**src/sv/smct_pkg.sv**
```systemverilog
// Shared types, codes and slot arithmetic for the saturating multiset counter table.
`default_nettype none
package smct_pkg;

  localparam int TOTAL_W = 14;
  localparam int WORD_W  = 16;
  localparam int CNT_W   = 2;
  localparam int SLOTS   = 8;
  localparam logic [CNT_W-1:0] COUNT_MAX = 2'd3;

  localparam logic [2:0] OP_ADD       = 3'd0;
  localparam logic [2:0] OP_REMOVE    = 3'd1;
  localparam logic [2:0] OP_COUNT     = 3'd2;
  localparam logic [2:0] OP_INTERSECT = 3'd3;
  localparam logic [2:0] OP_UNION     = 3'd4;

  typedef struct packed {
    logic [2:0]  operation;
    logic [1:0]  bank;
    logic [11:0] value;
    logic [1:0]  other_bank;
    logic [1:0]  dest_bank;
  } in_word_t;

  typedef struct packed {
    logic [CNT_W-1:0]   element_count;
    logic [TOTAL_W-1:0] bank_total;
    logic               changed;
  } out_word_t;

  typedef enum logic [1:0] {
    K_ZERO   = 2'd0,
    K_REPORT = 2'd1,
    K_SINGLE = 2'd2,
    K_SET    = 2'd3
  } kind_t;

  typedef struct packed {
    kind_t    kind;
    in_word_t item;
  } job_t;

  function automatic logic [CNT_W-1:0] merge_cnt(input logic [CNT_W-1:0] ca,
                                                 input logic [CNT_W-1:0] cb,
                                                 input logic is_union);
    logic [CNT_W:0] sum;
    sum = {1'b0, ca} + {1'b0, cb};
    if (is_union) begin
      merge_cnt = (sum > {1'b0, COUNT_MAX}) ? COUNT_MAX : sum[CNT_W-1:0];
    end else begin
      merge_cnt = (ca < cb) ? ca : cb;
    end
  endfunction

endpackage
`default_nettype wire

```
**src/sv/smct_front.sv**
```systemverilog
// Front part: classifies incoming words and holds them in a two-entry queue.
`default_nettype none
module smct_front #(
  parameter int NUM_BANKS  = 4,
  parameter int NUM_VALUES = 4096
) (
  input  wire logic              clk,
  input  wire logic              rst,
  input  wire logic              clear_done,
  input  wire logic              item_valid,
  output logic                   item_ready,
  input  wire smct_pkg::in_word_t item,
  output logic                   job_valid,
  output smct_pkg::job_t         job,
  input  wire logic              job_pop
);

  smct_pkg::job_t q [2];
  logic           wr_ptr;
  logic           rd_ptr;
  logic [1:0]     fill;
  logic [1:0]     fill_next;
  logic           push;
  logic           bank_ok;
  logic           other_ok;
  logic           dest_ok;
  logic           value_ok;
  smct_pkg::kind_t kind;

  assign bank_ok  = 32'(item.bank) < NUM_BANKS;
  assign other_ok = 32'(item.other_bank) < NUM_BANKS;
  assign dest_ok  = 32'(item.dest_bank) < NUM_BANKS;
  assign value_ok = 32'(item.value) < NUM_VALUES;

  always_comb begin
    case (item.operation)
      smct_pkg::OP_ADD, smct_pkg::OP_REMOVE, smct_pkg::OP_COUNT: begin
        if (!bank_ok) begin
          kind = smct_pkg::K_ZERO;
        end else if (value_ok) begin
          kind = smct_pkg::K_SINGLE;
        end else begin
          kind = smct_pkg::K_REPORT;
        end
      end
      smct_pkg::OP_INTERSECT, smct_pkg::OP_UNION: begin
        kind = (bank_ok && other_ok && dest_ok) ? smct_pkg::K_SET : smct_pkg::K_ZERO;
      end
      default: begin
        kind = bank_ok ? smct_pkg::K_REPORT : smct_pkg::K_ZERO;
      end
    endcase
  end

  assign item_ready = clear_done && (fill != 2'd2);
  assign push       = item_valid && item_ready;
  assign job_valid  = (fill != 2'd0);
  assign job        = q[rd_ptr];

  always_comb begin
    fill_next = fill;
    if (push && !job_pop) begin
      fill_next = fill + 2'd1;
    end else if (!push && job_pop) begin
      fill_next = fill - 2'd1;
    end
  end

  always_ff @(posedge clk) begin
    if (rst) begin
      wr_ptr <= 1'b0;
      rd_ptr <= 1'b0;
      fill   <= 2'd0;
    end else begin
      fill <= fill_next;
      if (push) begin
        wr_ptr <= ~wr_ptr;
      end
      if (job_pop) begin
        rd_ptr <= ~rd_ptr;
      end
    end
  end

  always_ff @(posedge clk) begin
    if (push) begin
      q[wr_ptr] <= '{kind: kind, item: item};
    end
  end

endmodule
`default_nettype wire

```
**config.mk**
```make
export PLATFORM = sky130hd
export DESIGN_NAME = smct_front
export DESIGN_NICKNAME = d
export VERILOG_FILES = /design/src/sv/smct_pkg.sv /design/src/sv/smct_front.sv
export SDC_FILE = /design/constraint.sdc
export NUM_CORES = 1
export LEC_CHECK = 0
export ABC_CLOCK_PERIOD_IN_PS = 2600
export BUFFER_PORTS_ARGS = -buffer_cell sky130_fd_sc_hd__buf_2
export CAP_MARGIN = 20
export CORE_ASPECT_RATIO = 1.25
export CORE_MARGIN = 2
export CORE_UTILIZATION = 40
export DETAILED_ROUTE_END_ITERATION = 12
export GPL_ROUTABILITY_DRIVEN = 0
export PLACE_DENSITY_LB_ADDON = 0.08
export SYNTH_ARGS = -nofsm -noshare
export SYNTH_HDL_FRONTEND = slang
export SYNTH_SLANG_ARGS = --single-unit
```
**constraint.sdc**
```tcl
create_clock -name clk -period 2.6 [get_ports clk]
set_input_delay 0.13 -clock clk [delete_from_list [all_inputs] [get_ports clk]]
set_output_delay 0.13 -clock clk [all_outputs]
set_load 0.1 [all_outputs]
```
Word-level counts from Yosys, hierarchy flattened. Memories as Yosys holds them, arrays and structs flattened. A register that Yosys moved wholly into a read port is not among the register bits. Cells that the tools add are included.

Muxes and demuxes: 7. Add/sub/neg operators: 2. Reductions and logical operators: 11. Bitwise operators: 2. Equality and inequality tests: 5.

Operators with widths (count): $eq A3 B2 Y1 const B (2); $logic_and A1 B1 Y1 (4); $mux W1 (4); $mux W2 (2); $pmux W2 S2 (1); $reduce_bool A2 Y1 (2); $eq A3 B1 Y1 const B (1); $eq A3 B3 Y1 const B (1); $logic_not A3 Y1 (1); $reduce_or A3 Y1 (1); $add A2 B1 Y2 const B (1); $logic_not A1 Y1 (2); $ne A2 B2 Y1 const B (1); $not A1 Y1 (2); $reduce_or A2 Y1 (1); $sub A2 B1 Y2 const B (1).

Flip-flop bits (word level): 4. Bits in writable memories: 46. Memories: 1. Logic and storage cells: 31. Output and inout port bits: 25.

Memory list: q (depth 2, width 23, read ports 1, clocked after Yosys merged registers in 1, wr ports 1, RTL line smct_front.sv:18) `smct_pkg::job_t q [2];`.

Logic depth before layout (Yosys ltp).
Word-level depth: 7. Gate-level depth with buffers: 6. Depth with buffers taken out: 6.

Worst setup path before layout. No wires, ideal clock.

Kind: reg-to-reg. Start point: reg fill[0]. End point: mem q[0][0] in the netlist's numbering, enable pin. Arrival time: 1761 ps. Stages on the path, launching flop included: 4. Buffers on the path: 0. Library setup time: 405 ps. Path slack: 433 ps. Path through: dfxtp_1 nand2b_1 and3_4 nor2b_1.

Word-level cells in the longest chain between the ends: 5.

Ends and longest elaborated chain: from (decl) (RTL line smct_front.sv:21) `logic [1:0] fill;`; from (signal assigned) (RTL line smct_front.sv:75) `fill <= fill_next;`; $ne A2 B2 Y1 (RTL line smct_front.sv:55) `assign item_ready = clear_done && (fill != 2'd2);`; $logic_and A1 B1 Y1 (RTL line smct_front.sv:55); $logic_and A1 B1 Y1 (RTL line smct_front.sv:56) `assign push = item_valid && item_ready;`; $mux W1 (RTL line smct_front.sv:86) `if (push) begin`; $mux W1 (not written as such) (RTL line smct_front.sv:87) `q[wr_ptr] <= '{kind: kind, item: item};`; to (decl) (RTL line smct_front.sv:18).

Every way passes these cells.

==> metrics <==
outcome finished clean; most common cell after layout, fill and taps aside buf_2; vias in the first global route 1012; final setup margin 0.613 ns; clock skew 0.00464 ns; R2R Path End q[1][14]; setup_tns 0 ns; dpl hpwl 2.14 mm; FP Rows 28; CTS Buffer Depth 2; Skew-Pair Late Insertion Delay 0.29 ns; Routed Antenna Nets 0; Die Height 81.2 µm; via count 1000; Tightest Pin Transition 0.494 ns; worst reg-to-reg path cell count 4; post-synth top area share 72.4%; Synthesis Warnings 0; Synth Register Bits 51; share of cells above drive strength 1 55.1%; Max Clk Rate 503 MHz; DP Cell Count 210; Initial Util 40.9%; top post-synthesis cells by area edfxtp_1, mux2_2, dfxtp_1; sequential-to-total area share from yosys stat 77.7%; pre-CTS WS 0.917 ns; WHS 0.0234 ns; diodes inserted 0; Net Count, Synth 125; root buf cell clkbuf_8; worst min path class in2reg; clk sinks 51; Die Span X 65.8 µm; CTS tree built; Final Hold Viols 0; TritonCTS Buffers 5; Reg area 1480 µm²; unrepaired setup endpoints after global routing no; Fillers 403; Avg WL per Cell 14.0 µm; startpoint types flip-flop; # hold bufs at CTS 0; R2R Setup Slk 0.93 ns; Leak Pwr 0.000885 µW; GR peak layer met2; Post-Synthesis Cell Area 1910 µm²; synth unique cells 20; Req. time, crit path 2.47 ns; CP max stage cell dfxtp_1; Hold Crit Depth 1; Reg clk slew, reported paths 0.08 ns; crit-path max cell delay 0.56 ns; Peak VDD IR 0.000453 V; core area 4660 µm²; # Post-CTS Setup Buffers 0; critical path type reg2out; post-synth top area cell edfxtp_1; htree depth 2; final setup vio count 0; Die ar. 5340 µm²; worst hold path startpoint item[1]; GR Util met2 20.9%; relative slew slack 67.3%; Arrival @ worst endpoint 1.86 ns; gr ovfl total 0; first-pass GRT wire length 4.60 mm; Critical Path Sink Type primary output; Avg Cell Area, Syn 19.5 µm²; pwr dens 796 nW/µm²; post-CTS sizing 0; crit-path cells buf_4, mux2_2, buf_2; post-route non-filler standard cell count 218; drt pass-1 iters 2; Max Slew Vio Count 0; area of the multi-input gates 409 µm²; largest net degree at the start of global routing 16; number of remaining DRC errors 0; final-stage net count 184; GRT Overall Usage 12.2%; most frequent cells in the layout buf_2, edfxtp_1, mux2_2; Area Overhead vs Synth 22.8%; initial DRC count 21; io pins 51; Post-Syn Instances 98; max cap viols 0; Final Cycle Share 76.4%; Critical Path Fanout Max 15; M1 GR Usage 12.9%; Vias/cell 4.59; Hold EP q[0][1]; PortBufs 50; R2R Path Start fill[0]; met3 GRT Util 4.99%; initial antenna violation count 0; Routed Wire Length 3.06 mm; fin crit period 1.99 ns
Yosys cell counts, drive strengths merged:
cell type  instances
or3                1
and2               2
inv                1
nand2b             1
a21oi              1
edfxtp            46
or2                1
xor2               2
nor2               4
a21o               1
o21ai              2
dfxtp              5
buf                2
xnor2              1
nor2b              2
ha                 1
mux2              24
and3               1
metal layers:
| metal | share of wire [%] | wire [µm] |
|---|---|---|
| met2 | 53 | 1620 |
| met5 | 0 | 0 |
| met1 | 39 | 1190 |
| met3 | 6.7 | 204 |
| met4 | 1.6 | 49 |
flip-flops by register name (all words and copies together) (netlist names), named ones only:
signal / cells
q: 46
wr_ptr: 1
fill: 2
rd_ptr: 1
worst max-delay path by stage:
| stage | slack (ns) | depth (start not counted) | startpoint | end |
|---|---|---|---|---|
| floorplan | 0.43 | 3 | fill[0] | q[0][0] |
| global placement | 0.94 | 3 | flip-flop | job[22] |
| detailed placement | 0.92 | 4 | fill[0] | q[1][13] |
| CTS | 0.58 | 3 | flip-flop | job[18] |
| global route | 0.51 | 3 | flip-flop | job[18] |
| finish | 0.61 | 3 | flip-flop | job[18] |
kinds of logic (layout without fill, tap and decap cells):
family                     count (synthesis)  count (layout)  share of synthesized area [%]
DFF                                       51              51                           77.7
xor gates and xnor gates                   3               3                           1.38
and+or+nand+nor                           12              12                           3.74
AOI/OAI and AO/OA                          4               4                           1.18
adders and majority gates                  1               1                          0.656
muxes                                     24              24                           14.4
buffers and inverters                      3              63                          0.984
cell type report:
type | instances | share of cell area [%]
Sequential cell | 51 | 63.2
Clock inverter | 2 | 0.321
Inverter | 1 | 0.160
Timing Repair Buffer | 54 | 12.5
Multi-Input combinational cell | 44 | 17.5
Tap cell | 60 | 3.21
Clock buffer | 6 | 3.10
where the power goes:
part,leakage (µW),switching [µW],internal [µW],total [µW]
combinational,0.000383,387,107,494
clock,0.0000403,224,184,408
sequential,0.000462,19.8,941,961
total,0.000885,632,1230,1860
worst max-delay path, delay by kind of cell, from the launching register on:
family / cells / cell delay, ns
buffers and inverters: 2 / 0.62
DFF: 1 / 0.56
muxes: 1 / 0.38
metrics by stage:
step | util, % | cell area [µm²] | power, µW
2_1_floorplan | - | 1910 | 1390
3_3_place_gp | 48.5 | 2260 | 1470
3_5_place_dp | 48.5 | 2260 | 1480
4_1_cts | 50.3 | 2340 | 1890
5_1_grt | 50.3 | 2340 | 1940
6_report | 50.3 | 2340 | 1860
(Power assumes the default switching activity.)
